$ cat config.mk
export PLATFORM = sky130hd
export DESIGN_NAME = four_stage_biquad_equalizer_flat
export DESIGN_NICKNAME = d
export VERILOG_FILES = /design/src/sv/bqe_pkg.sv /design/src/sv/bqe_if.sv /design/src/sv/four_stage_biquad_equalizer.sv /design/src/sv/bqe_ram.sv /design/src/sv/bqe_mac.sv /design/src/flat_wrapper.sv
export SDC_FILE = /design/constraint.sdc
export NUM_CORES = 2
export LEC_CHECK = 0
export BUFFER_PORTS_ARGS = -buffer_cell sky130_fd_sc_hd__buf_2
export CORE_MARGIN = 4
export CORE_UTILIZATION = 36
export CTS_BUF_LIST = sky130_fd_sc_hd__clkbuf_4 sky130_fd_sc_hd__clkbuf_8 sky130_fd_sc_hd__clkbuf_16
export CTS_CLUSTER_DIAMETER = 60
export CTS_CLUSTER_SIZE = 40
export DETAILED_ROUTE_END_ITERATION = 8
export HOLD_SLACK_MARGIN = 0.05
export PLACE_DENSITY = 0.51
export RECOVER_POWER = 25
export SLEW_MARGIN = 20
export SYNTH_ARGS = -nofsm -noshare
export SYNTH_HDL_FRONTEND = slang
export SYNTH_SLANG_ARGS = --single-unit
$ cat constraint.sdc
create_clock -name clk_i -period 9.5 [get_ports clk_i]
set_input_delay 1.9 -clock clk_i [delete_from_list [all_inputs] [get_ports clk_i]]
set_output_delay 1.9 -clock clk_i [all_outputs]
set_load 0.02 [all_outputs]
$ cat src/sv/bqe_pkg.sv
// Shared constants, types and helpers for the four-stage biquad equalizer.
package bqe_pkg;

  localparam int STAGES         = 4;
  localparam int SAMPLE_BITS    = 24;
  localparam int COEF_FRAC_BITS = 23;

  localparam int IN_W       = 24;
  localparam int OUT_W      = 24;
  localparam int COEF_W     = 28;
  localparam int IDX_W      = 5;
  localparam int COEF_SLOTS = STAGES * 5;
  localparam int COEF_AW    = $clog2(COEF_SLOTS);
  localparam int STAGE_W    = (STAGES > 1) ? $clog2(STAGES) : 1;
  localparam int TAP_ROW_W  = 4 * SAMPLE_BITS;
  localparam int PROD_W     = COEF_W + SAMPLE_BITS;
  localparam int ACC_W      = PROD_W + 3;
  localparam int WIDE_W     = 33;

  localparam logic OP_SAMPLE = 1'b0;
  localparam logic OP_COEF   = 1'b1;

  typedef logic signed [SAMPLE_BITS-1:0] sample_t;
  typedef logic signed [COEF_W-1:0]      coef_t;

  // One delay-line row per stage.
  typedef struct packed {
    sample_t y2;
    sample_t y1;
    sample_t x2;
    sample_t x1;
  } tap_row_t;

  typedef struct packed {
    logic init;
    logic mul_en;
    logic mul_sub;
    logic acc_en;
  } mac_ctl_t;

  function automatic sample_t clamp_in(input logic signed [IN_W-1:0] v);
    logic signed [WIDE_W-1:0] w;
    logic signed [WIDE_W-1:0] hi;
    logic signed [WIDE_W-1:0] lo;
    w  = WIDE_W'(v);
    hi = (WIDE_W'(1) <<< (SAMPLE_BITS - 1)) - WIDE_W'(1);
    lo = ~hi;
    if (w > hi) begin
      return hi[SAMPLE_BITS-1:0];
    end else if (w < lo) begin
      return lo[SAMPLE_BITS-1:0];
    end
    return w[SAMPLE_BITS-1:0];
  endfunction

endpackage

$ cat src/sv/bqe_if.sv
// Request and response channel interfaces of the biquad equalizer.
interface bqe_req_if;
  logic                                 valid;
  logic                                 ready;
  logic                                 op;
  logic signed [bqe_pkg::IN_W-1:0]      sample_in;
  logic        [bqe_pkg::IDX_W-1:0]     coef_index;
  logic signed [bqe_pkg::COEF_W-1:0]    coef_value;

  modport source(output valid, op, sample_in, coef_index, coef_value, input ready);
  modport sink(input valid, op, sample_in, coef_index, coef_value, output ready);
endinterface

interface bqe_rsp_if;
  logic                                 valid;
  logic                                 ready;
  logic signed [bqe_pkg::OUT_W-1:0]     sample_out;
  logic                                 clipped;

  modport source(output valid, sample_out, clipped, input ready);
  modport sink(input valid, sample_out, clipped, output ready);
endinterface

$ cat src/sv/four_stage_biquad_equalizer.sv
// Four-stage cascaded biquad equalizer: sequencer, coefficient and delay-line memories.
// A sample request runs every stage in turn on the shared multiplier, paced by the
// one-read-per-cycle coefficient memory, and its response is registered in the done state.
// A new request is taken only while the sequencer is idle; coefficient writes leave it idle.
// The next request is taken while a response waits; the sequencer stalls only at its end.
// Reset clears the valid bits of both memories: coefficients and delay line read as zero.
module four_stage_biquad_equalizer (
  input  logic      clk_i,
  input  logic      rst_ni,
  bqe_req_if.sink   req_i,
  bqe_rsp_if.source rsp_o
);

  localparam logic [1:0] ST_IDLE = 2'd0;
  localparam logic [1:0] ST_RUN  = 2'd1;
  localparam logic [1:0] ST_DONE = 2'd2;

  localparam logic [2:0] STEP_LAST  = 3'd6;
  localparam logic [5:0] SLOT_LIMIT = 6'(bqe_pkg::COEF_SLOTS);
  localparam logic [bqe_pkg::STAGE_W-1:0] STAGE_LAST = bqe_pkg::STAGE_W'(bqe_pkg::STAGES - 1);
  localparam logic [bqe_pkg::STAGE_W-1:0] STAGE_ONE  = bqe_pkg::STAGE_W'(1);
  localparam logic [bqe_pkg::COEF_AW-1:0] COEF_STRIDE = bqe_pkg::COEF_AW'(5);

  logic [1:0]                   state_q, state_d;
  logic [2:0]                   step_q, step_d;
  logic [bqe_pkg::STAGE_W-1:0]  stage_q, stage_d;
  logic [bqe_pkg::COEF_AW-1:0]  base_q, base_d;
  bqe_pkg::sample_t             x_q, x_d;
  logic                         clip_q, clip_d;
  logic                         rsp_valid_q, rsp_valid_d;
  logic [bqe_pkg::OUT_W-1:0]    out_q, out_d;
  logic                         out_clip_q, out_clip_d;

  logic                         accept;
  logic                         coef_wr;
  logic                         coef_rd;
  logic [bqe_pkg::COEF_AW-1:0]  coef_rd_addr;
  bqe_pkg::coef_t               coef_rd_data;
  logic                         tap_rd;
  logic                         tap_wr;
  bqe_pkg::tap_row_t            tap_rd_data;
  bqe_pkg::tap_row_t            tap_wr_data;
  bqe_pkg::mac_ctl_t            mac_ctl;
  bqe_pkg::sample_t             opnd;
  bqe_pkg::sample_t             y;
  logic                         y_sat;
  logic signed [bqe_pkg::WIDE_W-1:0] x_wide;

  assign req_i.ready = (state_q == ST_IDLE);
  assign accept      = req_i.valid && req_i.ready;
  assign coef_wr     = accept && (req_i.op == bqe_pkg::OP_COEF)
                       && ({1'b0, req_i.coef_index} < SLOT_LIMIT);

  assign coef_rd      = (state_q == ST_RUN) && (step_q < 3'd5);
  assign coef_rd_addr = base_q + bqe_pkg::COEF_AW'(step_q);
  assign tap_rd       = (state_q == ST_RUN) && (step_q == 3'd0);
  assign tap_wr       = (state_q == ST_RUN) && (step_q == STEP_LAST);

  always_comb begin
    tap_wr_data.x1 = x_q;
    tap_wr_data.x2 = tap_rd_data.x1;
    tap_wr_data.y1 = y;
    tap_wr_data.y2 = tap_rd_data.y1;
  end

  always_comb begin
    mac_ctl.init    = tap_rd;
    mac_ctl.mul_en  = (state_q == ST_RUN) && (step_q inside {[3'd1:3'd5]});
    mac_ctl.mul_sub = step_q inside {3'd4, 3'd5};
    mac_ctl.acc_en  = (state_q == ST_RUN) && (step_q inside {[3'd2:3'd5]});
  end

  always_comb begin
    case (step_q)
      3'd2:    opnd = tap_rd_data.x1;
      3'd3:    opnd = tap_rd_data.x2;
      3'd4:    opnd = tap_rd_data.y1;
      3'd5:    opnd = tap_rd_data.y2;
      default: opnd = x_q;
    endcase
  end

  assign x_wide = bqe_pkg::WIDE_W'(x_q);

  always_comb begin
    state_d     = state_q;
    step_d      = step_q;
    stage_d     = stage_q;
    base_d      = base_q;
    x_d         = x_q;
    clip_d      = clip_q;
    rsp_valid_d = rsp_valid_q && !rsp_o.ready;
    out_d       = out_q;
    out_clip_d  = out_clip_q;
    case (state_q)
      ST_IDLE: begin
        if (accept && (req_i.op == bqe_pkg::OP_SAMPLE)) begin
          state_d = ST_RUN;
          step_d  = 3'd0;
          stage_d = '0;
          base_d  = '0;
          x_d     = bqe_pkg::clamp_in(req_i.sample_in);
          clip_d  = 1'b0;
        end
      end
      ST_RUN: begin
        if (step_q == STEP_LAST) begin
          x_d    = y;
          clip_d = clip_q | y_sat;
          step_d = 3'd0;
          if (stage_q == STAGE_LAST) begin
            state_d = ST_DONE;
          end else begin
            stage_d = stage_q + STAGE_ONE;
            base_d  = base_q + COEF_STRIDE;
          end
        end else begin
          step_d = step_q + 3'd1;
        end
      end
      ST_DONE: begin
        if (!rsp_valid_q || rsp_o.ready) begin
          rsp_valid_d = 1'b1;
          out_d       = x_wide[bqe_pkg::OUT_W-1:0];
          out_clip_d  = clip_q;
          state_d     = ST_IDLE;
        end
      end
      default: state_d = ST_IDLE;
    endcase
  end

  always_ff @(posedge clk_i or negedge rst_ni) begin
    if (!rst_ni) begin
      state_q     <= ST_IDLE;
      step_q      <= 3'd0;
      stage_q     <= '0;
      base_q      <= '0;
      rsp_valid_q <= 1'b0;
    end else begin
      state_q     <= state_d;
      step_q      <= step_d;
      stage_q     <= stage_d;
      base_q      <= base_d;
      rsp_valid_q <= rsp_valid_d;
    end
  end

  always_ff @(posedge clk_i) begin
    x_q        <= x_d;
    clip_q     <= clip_d;
    out_q      <= out_d;
    out_clip_q <= out_clip_d;
  end

  assign rsp_o.valid      = rsp_valid_q;
  assign rsp_o.sample_out = out_q;
  assign rsp_o.clipped    = out_clip_q;

  bqe_ram #(
    .DEPTH(bqe_pkg::COEF_SLOTS),
    .WIDTH(bqe_pkg::COEF_W)
  ) u_coef_ram (
    .clk_i     (clk_i),
    .rst_ni    (rst_ni),
    .wr_en_i   (coef_wr),
    .wr_addr_i (bqe_pkg::COEF_AW'(req_i.coef_index)),
    .wr_data_i (req_i.coef_value),
    .rd_en_i   (coef_rd),
    .rd_addr_i (coef_rd_addr),
    .rd_data_o (coef_rd_data)
  );

  bqe_ram #(
    .DEPTH(bqe_pkg::STAGES),
    .WIDTH(bqe_pkg::TAP_ROW_W)
  ) u_tap_ram (
    .clk_i     (clk_i),
    .rst_ni    (rst_ni),
    .wr_en_i   (tap_wr),
    .wr_addr_i (stage_q),
    .wr_data_i (tap_wr_data),
    .rd_en_i   (tap_rd),
    .rd_addr_i (stage_q),
    .rd_data_o (tap_rd_data)
  );

  bqe_mac u_mac (
    .clk_i  (clk_i),
    .ctl_i  (mac_ctl),
    .coef_i (coef_rd_data),
    .opnd_i (opnd),
    .y_o    (y),
    .sat_o  (y_sat)
  );

`ifndef SYNTH
  a_step_range: assert property (@(posedge clk_i) disable iff (!rst_ni)
    (state_q == ST_RUN) |-> (step_q <= STEP_LAST))
    else $error("step counter out of range");

  a_stage_range: assert property (@(posedge clk_i) disable iff (!rst_ni)
    (state_q == ST_RUN) |-> (stage_q <= STAGE_LAST))
    else $error("stage counter out of range");

  a_sample_starts: assert property (@(posedge clk_i) disable iff (!rst_ni)
    (accept && (req_i.op == bqe_pkg::OP_SAMPLE)) |=> (state_q == ST_RUN) && (step_q == 3'd0))
    else $error("sample request did not start the sequencer");

  a_rsp_from_done: assert property (@(posedge clk_i) disable iff (!rst_ni)
    $rose(rsp_valid_q) |-> ($past(state_q) == ST_DONE))
    else $error("response raised outside the done state");

  a_coef_only_idle: assert property (@(posedge clk_i) disable iff (!rst_ni)
    coef_wr |-> !coef_rd && !tap_wr)
    else $error("coefficient write overlaps filtering");
`endif

endmodule

$ cat src/sv/bqe_ram.sv
// Single-port-write, registered-read RAM whose entries read as zero until written.
module bqe_ram #(
  parameter int  DEPTH = 2,
  parameter int  WIDTH = 8,
  localparam int AW    = (DEPTH > 1) ? $clog2(DEPTH) : 1
) (
  input  logic             clk_i,
  input  logic             rst_ni,
  input  logic             wr_en_i,
  input  logic [AW-1:0]    wr_addr_i,
  input  logic [WIDTH-1:0] wr_data_i,
  input  logic             rd_en_i,
  input  logic [AW-1:0]    rd_addr_i,
  output logic [WIDTH-1:0] rd_data_o
);

  logic [WIDTH-1:0] mem_q [DEPTH];
  logic [DEPTH-1:0] vld_q;
  logic [WIDTH-1:0] rd_q;
  logic             rd_vld_q;

  always_ff @(posedge clk_i) begin
    if (wr_en_i) begin
      mem_q[wr_addr_i] <= wr_data_i;
    end
    if (rd_en_i) begin
      rd_q <= mem_q[rd_addr_i];
    end
  end

  always_ff @(posedge clk_i or negedge rst_ni) begin
    if (!rst_ni) begin
      vld_q    <= '0;
      rd_vld_q <= 1'b0;
    end else begin
      if (wr_en_i) begin
        vld_q[wr_addr_i] <= 1'b1;
      end
      if (rd_en_i) begin
        rd_vld_q <= vld_q[rd_addr_i];
      end
    end
  end

  assign rd_data_o = rd_vld_q ? rd_q : '0;

endmodule

$ cat src/sv/bqe_mac.sv
// Shared multiply-accumulate with rounding and saturation of the stage output.
module bqe_mac (
  input  logic              clk_i,
  input  bqe_pkg::mac_ctl_t ctl_i,
  input  bqe_pkg::coef_t    coef_i,
  input  bqe_pkg::sample_t  opnd_i,
  output bqe_pkg::sample_t  y_o,
  output logic              sat_o
);

  localparam logic signed [bqe_pkg::ACC_W-1:0] ROUND =
    bqe_pkg::ACC_W'(1) <<< (bqe_pkg::COEF_FRAC_BITS - 1);
  localparam logic signed [bqe_pkg::ACC_W-1:0] HI =
    (bqe_pkg::ACC_W'(1) <<< (bqe_pkg::SAMPLE_BITS - 1)) - bqe_pkg::ACC_W'(1);
  localparam logic signed [bqe_pkg::ACC_W-1:0] LO = ~HI;

  logic signed [bqe_pkg::PROD_W-1:0] prod_d;
  logic signed [bqe_pkg::PROD_W-1:0] prod_q;
  logic                              sub_q;
  logic signed [bqe_pkg::ACC_W-1:0]  acc_q;
  logic signed [bqe_pkg::ACC_W-1:0]  term;
  logic signed [bqe_pkg::ACC_W-1:0]  sum;
  logic signed [bqe_pkg::ACC_W-1:0]  shifted;

  assign prod_d = bqe_pkg::PROD_W'(coef_i) * bqe_pkg::PROD_W'(opnd_i);

  always_ff @(posedge clk_i) begin
    if (ctl_i.mul_en) begin
      prod_q <= prod_d;
      sub_q  <= ctl_i.mul_sub;
    end
    if (ctl_i.init) begin
      acc_q <= ROUND;
    end else if (ctl_i.acc_en) begin
      acc_q <= sum;
    end
  end

  assign term    = sub_q ? -bqe_pkg::ACC_W'(prod_q) : bqe_pkg::ACC_W'(prod_q);
  assign sum     = acc_q + term;
  assign shifted = sum >>> bqe_pkg::COEF_FRAC_BITS;

  always_comb begin
    sat_o = 1'b1;
    if (shifted > HI) begin
      y_o = HI[bqe_pkg::SAMPLE_BITS-1:0];
    end else if (shifted < LO) begin
      y_o = LO[bqe_pkg::SAMPLE_BITS-1:0];
    end else begin
      y_o   = shifted[bqe_pkg::SAMPLE_BITS-1:0];
      sat_o = 1'b0;
    end
  end

endmodule

$ cat src/flat_wrapper.sv
// flat-port wrapper written by rule: the top's interface ports become plain ports
module four_stage_biquad_equalizer_flat 
  (clk_i, rst_ni, req_i_valid, req_i_op, req_i_sample_in, req_i_coef_index, req_i_coef_value, req_i_ready, rsp_o_valid, rsp_o_sample_out, rsp_o_clipped, rsp_o_ready);
  bqe_req_if req_i_i ();
  bqe_rsp_if rsp_o_i ();
  input  logic clk_i;
  input  logic rst_ni;
  input wire logic [$bits(req_i_i.valid)-1:0] req_i_valid;
  input wire logic [$bits(req_i_i.op)-1:0] req_i_op;
  input wire logic [$bits(req_i_i.sample_in)-1:0] req_i_sample_in;
  input wire logic [$bits(req_i_i.coef_index)-1:0] req_i_coef_index;
  input wire logic [$bits(req_i_i.coef_value)-1:0] req_i_coef_value;
  output wire logic [$bits(req_i_i.ready)-1:0] req_i_ready;
  output wire logic [$bits(rsp_o_i.valid)-1:0] rsp_o_valid;
  output wire logic [$bits(rsp_o_i.sample_out)-1:0] rsp_o_sample_out;
  output wire logic [$bits(rsp_o_i.clipped)-1:0] rsp_o_clipped;
  input wire logic [$bits(rsp_o_i.ready)-1:0] rsp_o_ready;
  assign req_i_i.valid = req_i_valid;
  assign req_i_i.op = req_i_op;
  assign req_i_i.sample_in = req_i_sample_in;
  assign req_i_i.coef_index = req_i_coef_index;
  assign req_i_i.coef_value = req_i_coef_value;
  assign req_i_ready = req_i_i.ready;
  assign rsp_o_valid = rsp_o_i.valid;
  assign rsp_o_sample_out = rsp_o_i.sample_out;
  assign rsp_o_clipped = rsp_o_i.clipped;
  assign rsp_o_i.ready = rsp_o_ready;
  four_stage_biquad_equalizer u_core (.clk_i(clk_i), .rst_ni(rst_ni), .req_i(req_i_i), .rsp_o(rsp_o_i));
endmodule
# --- After elaboration in Yosys (flattened, before gate mapping) ---
# Memories as Yosys holds them, arrays and structs flattened. A register that Yosys moved wholly into a read port is not among the register bits.
# Cells that the tools add are included.
word_totals:
  ff_bits: 197
  ramBits: 944
  in_bits: 62
  out_inout_bits: 27
  wordCells: 133
  memories: 2
op_classes:
  add_sub_neg: 6
  n_mul: 1
  magnitude_cmp: 14
  n_eq_ne: 13
  n_mux: 51
  n_bitwise: 4
  n_reduce_logical: 26
memory_table:
  columns: ["memory", "words", "width", "read_ports", "rd_clocked_by_memory_dff", "write_ports", "line", "source"]
  rows:
  - ["u_core.u_coef_ram.mem_q", 20, 28, 1, 1, 1, "bqe_ram.sv:17", "logic [WIDTH-1:0] mem_q [DEPTH];"]
  - ["u_core.u_tap_ram.mem_q", 4, 96, 1, 1, 1, "bqe_ram.sv:17", null]
ops:
  columns: ["operator", "n"]
  rows:
  - ["$mux 24", 7]
  - ["$mux 96", 1]
  - ["$pmux 24 s4", 1]
  - ["$add 55x55->55", 1]
  - ["$mux 55", 1]
  - ["$neg 52->55", 1]
  - ["$mul 28x24->52", 1]
  - ["$pmux 24 s2", 1]
  - ["$gt 32x24->1 const B", 1]
  - ["$lt 32x24->1 const B", 1]
  - ["$mux 28", 1]
  - ["$gt 24x24->1 const B", 1]
  - ["$lt 24x24->1 const B", 1]
  - ["$or 20x20->20", 1]
  - ["$mux 1", 18]
  - ["$mux 5", 3]
  - ["$logic_and 1x1->1", 14]
  - ["$mux 2", 7]
  - ["$lt 5x6->1 const B", 2]
  - ["$pmux 5 s2", 1]
  - ["$eq 3x3->1 const B", 3]
  - ["$ne 2x2->1 const B", 4]
  - ["$reduce_and 4->1", 2]
  - ["$eq 3x2->1 const B", 2]
  - ["34 further kinds", 39]

# --- Longest topological paths before layout ---
logic_depth:
  ltp_word: 9
  depth_mapped: 37
  mapped_depth_nobuf: 33

# --- Cells and area by module ---
# Synthesis repeated with hierarchy kept, for this count alone.
hier_totals:
  hier_cells: 5861
  area_unflattened_um2: 77072.7
modules_own_cells:
  columns: ["module", "instances", "cells_per_inst", "area_each_um2", "seq_area_each_um2"]
  rows:
  - ["bqe_mac", 1, 3563, 32180.9, 2692.6]
  - ["bqe_ram (u_core.u_coef_ram)", 1, 1211, 23565.1, 18182.4]
  - ["bqe_ram (u_core.u_tap_ram)", 1, 724, 17576.9, 14538.9]
  - ["four_stage_biquad_equalizer", 1, 363, 3749.8, 1826.8]

# --- Worst setup path before layout ---
# Ideal clock, no wire load.
synth_path:
  kind: "reg-to-reg"
  start: "reg u_core.step_q[1]"
  end: "reg u_core.u_mac.prod_q[49] (netlist name), data pin"
  setup_ns: 0.265
  arrival_time_ns: 8.770
  slack_ns: 0.465
  path_stages_with_launch: 36
  n_path_buf: 6
  path_cell_list: "dfrtp_1 -> clkbuf_1 -> and2_1 -> ha_1 -> clkbuf_1 -> nor3_1 -> clkbuf_1 -> a22o_1 -> clkbuf_1 -> clkbuf_1 -> nand2_1 -> fa_1 -> inv_1 -> fa_1 -> inv_1 -> fa_1 -> fa_1 -> inv_1 -> fa_1 -> fa_1 -> inv_1 -> fa_1 -> inv_1 -> ha_1 -> clkbuf_1 -> nand4_1 -> or2_2 -> or3_1 -> o21ai_0 -> a31o_2 -> o41ai_1 -> o221ai_1 -> a21o_1 -> or3b_2 -> o211ai_1 -> xor2_1"
synth_between:
  elab_chain_cells: 3
  word_cells_on_any_way: 6
synth_lines:
  columns: ["element", "line", "source"]
  rows:
  - ["start, declared", "four_stage_biquad_equalizer.sv:25", "logic [2:0] step_q, step_d;"]
  - ["start signal, assigned", "four_stage_biquad_equalizer.sv:142", "step_q <= step_d;"]
  - ["$eq 3x3->1 / $eq 3x2->1 (equally long branches)", "four_stage_biquad_equalizer.sv:74", "case (step_q)"]
  - ["$pmux 24 s4 *", "four_stage_biquad_equalizer.sv:74", null]
  - ["$mul 28x24->52 *", "bqe_mac.sv:25", "assign prod_d = bqe_pkg::PROD_W'(coef_i) * bqe_pkg::PROD_W'(opnd_i);"]
  - ["net u_core.u_mac.prod_d, one bit", "bqe_mac.sv:17", "logic signed [bqe_pkg::PROD_W-1:0] prod_d;"]
  - ["end signal, assigned", "bqe_mac.sv:29", "prod_q <= prod_d;"]
  - ["end, declared", "bqe_mac.sv:18", "logic signed [bqe_pkg::PROD_W-1:0] prod_q;"]
# Mark *: on every way through the listed nets, which the timed path passes. The rest lies on a longest branch.
# A chain may end at the register's enable or synchronous reset.

# --- Final worst setup path ---
# Same ends and word-level chain as after synthesis.

==> results.md <==
Outcome:
- The run finished with clean final reports.

Worst setup path:
- The critical path starts at u_core.step_q[1].
- The startpoint of the most critical register-to-register path is u_core.step_q[1].
- The startpoint-to-endpoint class of the critical path is reg -> reg.
- The largest single stage delay on the critical path is about 600 ps.
- The endpoint arrival time on the critical path is 9570 ps.
- The critical path launch point type is a flop.
- The worst setup path is captured at a flop.
- The slowest stage of the critical path belongs to the cell fa_1.
- For the worst setup path, the data required time is 9960 ps.
- The worst reg-to-reg setup slack is 390 ps.
- The endpoint identified for the worst register-to-register timing path is u_core.u_mac.prod_q[49].
- The capturing element of the worst setup path is u_core.u_mac.prod_q[49].
- The highest fanout seen on the critical path is 23.
- Measured in cells, the most critical reg-to-reg path has a length of 30.
- By instance count, the cell type seen most on the critical path is fa_1.

Timing:
- For the pin with the worst max-slew slack, the measured transition is 1080 ps.
- Setup repair after global routing left no endpoint under its margin.
- Measured against its own limit, the worst slew margin works out to 28.3%.
- Derived from the worst setup path, the maximum achievable clock frequency is 110 MHz.
- The ratio of final minimum period to clock period is between 90% and 100%.
- The total count of hold-check failures in the final report was 0.
- The total count of max-transition violations in the final report is 0.
- The minimum setup slack in the final design is a little under 400 ps.
- The largest clock skew in the final design is 83.7 ps.
- The clock period minus final worst setup slack is 9110 ps.
- Setup violations remaining at the end of the flow were counted as 0.

Synth:
- For this run, the number of Yosys warnings is 0.
- The number of distinct library cell variants in the gate-level netlist after synthesis is between 80 and 90.
- Of the post-synthesis cell area, the dominant cell type holds 46.9%.
- The net count of the mapped netlist is about 6500.
- The leading area contributor after synthesis is edfxtp_1.
- The number of enable flip-flop cells after synthesis is 1171.
- The share of synthesized flip-flops with an asynchronous set or reset is 3.08%.
- The most frequently used flop master after synthesis is edfxtp_1.
- The cell area after synthesis is about 75000 um^2.
- The proportion of synthesized chip area in sequential cells is 49.7%.
- By area the synthesized netlist is led by edfxtp_1 47%, fa_1 19%, mux4_2 8.1%, inv_1 3.5%, ha_1 3.4%.
- Synthesis inferred 1265 register bits.
- The synthesized netlist cell count is 5511.
- The post-synthesis area per instance is 13.6 um^2.

Hold path:
- The worst hold path depth is 2.
- The min-delay analysis places its worst path in the category reg -> reg.

CTS:
- Buffers inserted to repair hold after CTS numbered 0.
- Clock-pin slew was measured on the worst setup and hold paths at 70 ps.
- The maximum number of buffers from clock root to sink is 3.
- The clock drives 1265 sinks.
- The clock tree from TritonCTS is built.
- The CTS buffer count is between 90 and 100.
- For the worst-skew pair, the clock arrives at the later sink with an insertion delay of 800 ps.
- The maximum level of the CTS H-tree is 3.
- The buffer type at the clock tree root is clkbuf_16.

Cells and area:
- The final layout contains roughly 6600 nets.
- Leaving out fill and tap cells, the most frequent cell in the layout is edfxtp_1.
- The top cell types in the final layout, fill and taps aside, are 1171 x edfxtp_1, 694 x fa_1, 690 x inv_1.
- The sequential cell area in the final layout is 37300 um^2.
- The final instance area is 83700 um^2.
- The fraction of final layout cells with drive strength greater than 1 is between 10% and 20%.
- After filler insertion, the fill cell instance count of the layout stands at 19400.
- The area taken by multi-input logic gates is 34400 um^2.
- From synthesis to final layout, the design area changed by 11.6%.
- Once layout is complete, the utilization of the core stands at 40.4%.

Global routing:
- The via count of the first global-routing pass is 46500.
- Global routing consumed, over all layers together, about a fifth of the routing resources.
- The first global-routing pass estimated 308000 um of wire.
- Entering global routing, the biggest net connects 112 pins.
- The leftover overflow at the end of global routing is 0.
- The initial antenna violation count is 13.

Die:
- The core region is between 200000 and 250000 um^2.
- 89 I/O pins were placed.
- The initial core utilization is a little over a third.
- From bottom edge to top edge, the die measures around 460 um.
- The die covers 216000 um^2.
- The die width is 464 um.
- The row count is 167.

Routing:
- Detailed routing inserted a total of 44300 vias.
- The final layout contains routed wiring with a total length of 205000 um.
- The average via count per standard cell is roughly 5.2.
- Dividing the detail-routed wire length by the instance count gives ~24 um.
- For this run, the detailed router's first-pass iteration total came to 5.
- The number of design-rule violations left by the first detailed-router iteration is 3660.
- The remaining design rule violation count is 0.
- The count of nets left with antenna violations once routing finished came out at 0.

Placed design:
- The count of buffers added on input and output ports is 88.
- Prior to clock tree synthesis, the placed netlist has a worst setup slack of -57.1 ps.
- The total cell area at the placement stage is roughly 80000 um^2.
- The congestion estimate from routability-driven global placement came to approximately 0.90.
- The detailed placer's ending HPWL is 147000 um.

Flow run:
- Across the run, the number of max-cap violations was 0.
worst min-delay path by stage:
stage                                        endpoint                   startpoint  slack [ps]
after floorplan           u_core.u_coef_ram.vld_q[10]  u_core.u_coef_ram.vld_q[10]         430
after global placement          u_core.u_mac.acc_q[3]        u_core.u_mac.acc_q[3]         440
after detailed placement   u_core.u_coef_ram.vld_q[5]   u_core.u_coef_ram.vld_q[5]         450
after CTS                       u_core.u_mac.acc_q[3]        u_core.u_mac.acc_q[3]         460
after global routing      u_core.u_coef_ram.vld_q[17]  u_core.u_coef_ram.vld_q[17]         480
final                          u_core.u_mac.acc_q[41]       u_core.u_mac.acc_q[41]         460
cell type report:
type | count | area share, %
repair buffers | 282 | 2.55
clock buffers | 99 | 2.92
clock inverters | 85 | 1.55
well taps | 2788 | 4.17
diodes | 3 | 0.00897
flip-flops and latches | 1265 | 44.5
inverters | 693 | 3.11
multi-input cells | 3293 | 41.2
state kept, by name, summed over array words and instances, names as in the netlist, 2 cells and up:
register and count:
u_core.base_q 5, u_core.rsp_o.sample_out 24, u_core.stage_q 2, u_core.state_q 2
u_core.step_q 3, u_core.u_coef_ram.mem_q 560, u_core.u_coef_ram.rd_q 28, u_core.u_coef_ram.vld_q 20
u_core.u_mac.acc_q 55, u_core.u_mac.prod_q 52, u_core.u_tap_ram.mem_q 384, u_core.u_tap_ram.rd_q 96
u_core.u_tap_ram.vld_q 4, u_core.x_q 24
worst max-delay path: cells and delay by family, from the launching register on:
kind	cells	cell delay [ps]
AO/OA/AOI/OAI	8	1690
XOR/XNOR	1	110
adder cells (fa/ha/maj)	9	4220
buffers and inverters	6	960
flip-flops	1	450
AND/OR/NAND/NOR	6	1330
stage by stage:
step / hold WS, ps / setup TNS [ps] / std cells
4_1_cts: 463 / 0 / 8497
2_1_floorplan: 434 / 0 / 5511
3_3_place_gp: 445 / 0 / 8313
3_5_place_dp: 448 / -57.1 / 8313
5_1_grt: 478 / 0 / 8507
6_report: 461 / 0 / 8508
cells in the mapped netlist (all sizes together), types with 19 or more instances:
cell type / number
a21o: 51
a21oi: 184
a22o: 19
a22oi: 64
and2: 111
buf: 55
clkbuf: 205
dfrtp: 39
dfxtp: 55
edfxtp: 1171
fa: 697
ha: 206
inv: 693
mux2: 29
mux4: 271
nand2: 593
nand2b: 34
nand3: 28
nand4: 21
nor2: 431
nor3: 36
o21ai: 114
o31ai: 19
or2: 33
xnor2: 119
xor2: 42
repair_timing:
action,in CTS,in global routing
endpoints found under the setup margin,3,9
hold endpoints to repair,0,0
pin swaps,0,3
setup buffers,0,8
gates resized for setup,2,16
routing by layer:
layer / track usage (%) / vias up / wire, um
met2: 31.5 / 1253 / 99900
met5: 0 / - / 72
li1: - / 19300 / -
met3: 2.55 / 274 / 11200
met4: 5.52 / 10 / 6050
met1: 26.5 / 23400 / 88000
logic make-up (layout without fill, tap and decap cells):
kind of cell	after synthesis	count (layout)	synth area share, %
other	0	3	0
buffers and inverters	953	1159	4.84
multiplexers	300	300	8.58
flip-flops	1265	1265	49.7
adder cells (fa/ha/maj)	903	903	22.1
AND/OR/NAND/NOR	1365	1365	8.00
AO/OA/AOI/OAI	564	564	4.96
XOR/XNOR	161	161	1.89
Power is left out: the tool's default activity adds up to more than one toggle a clock period on the data nets, which glitch-free logic cannot reach.
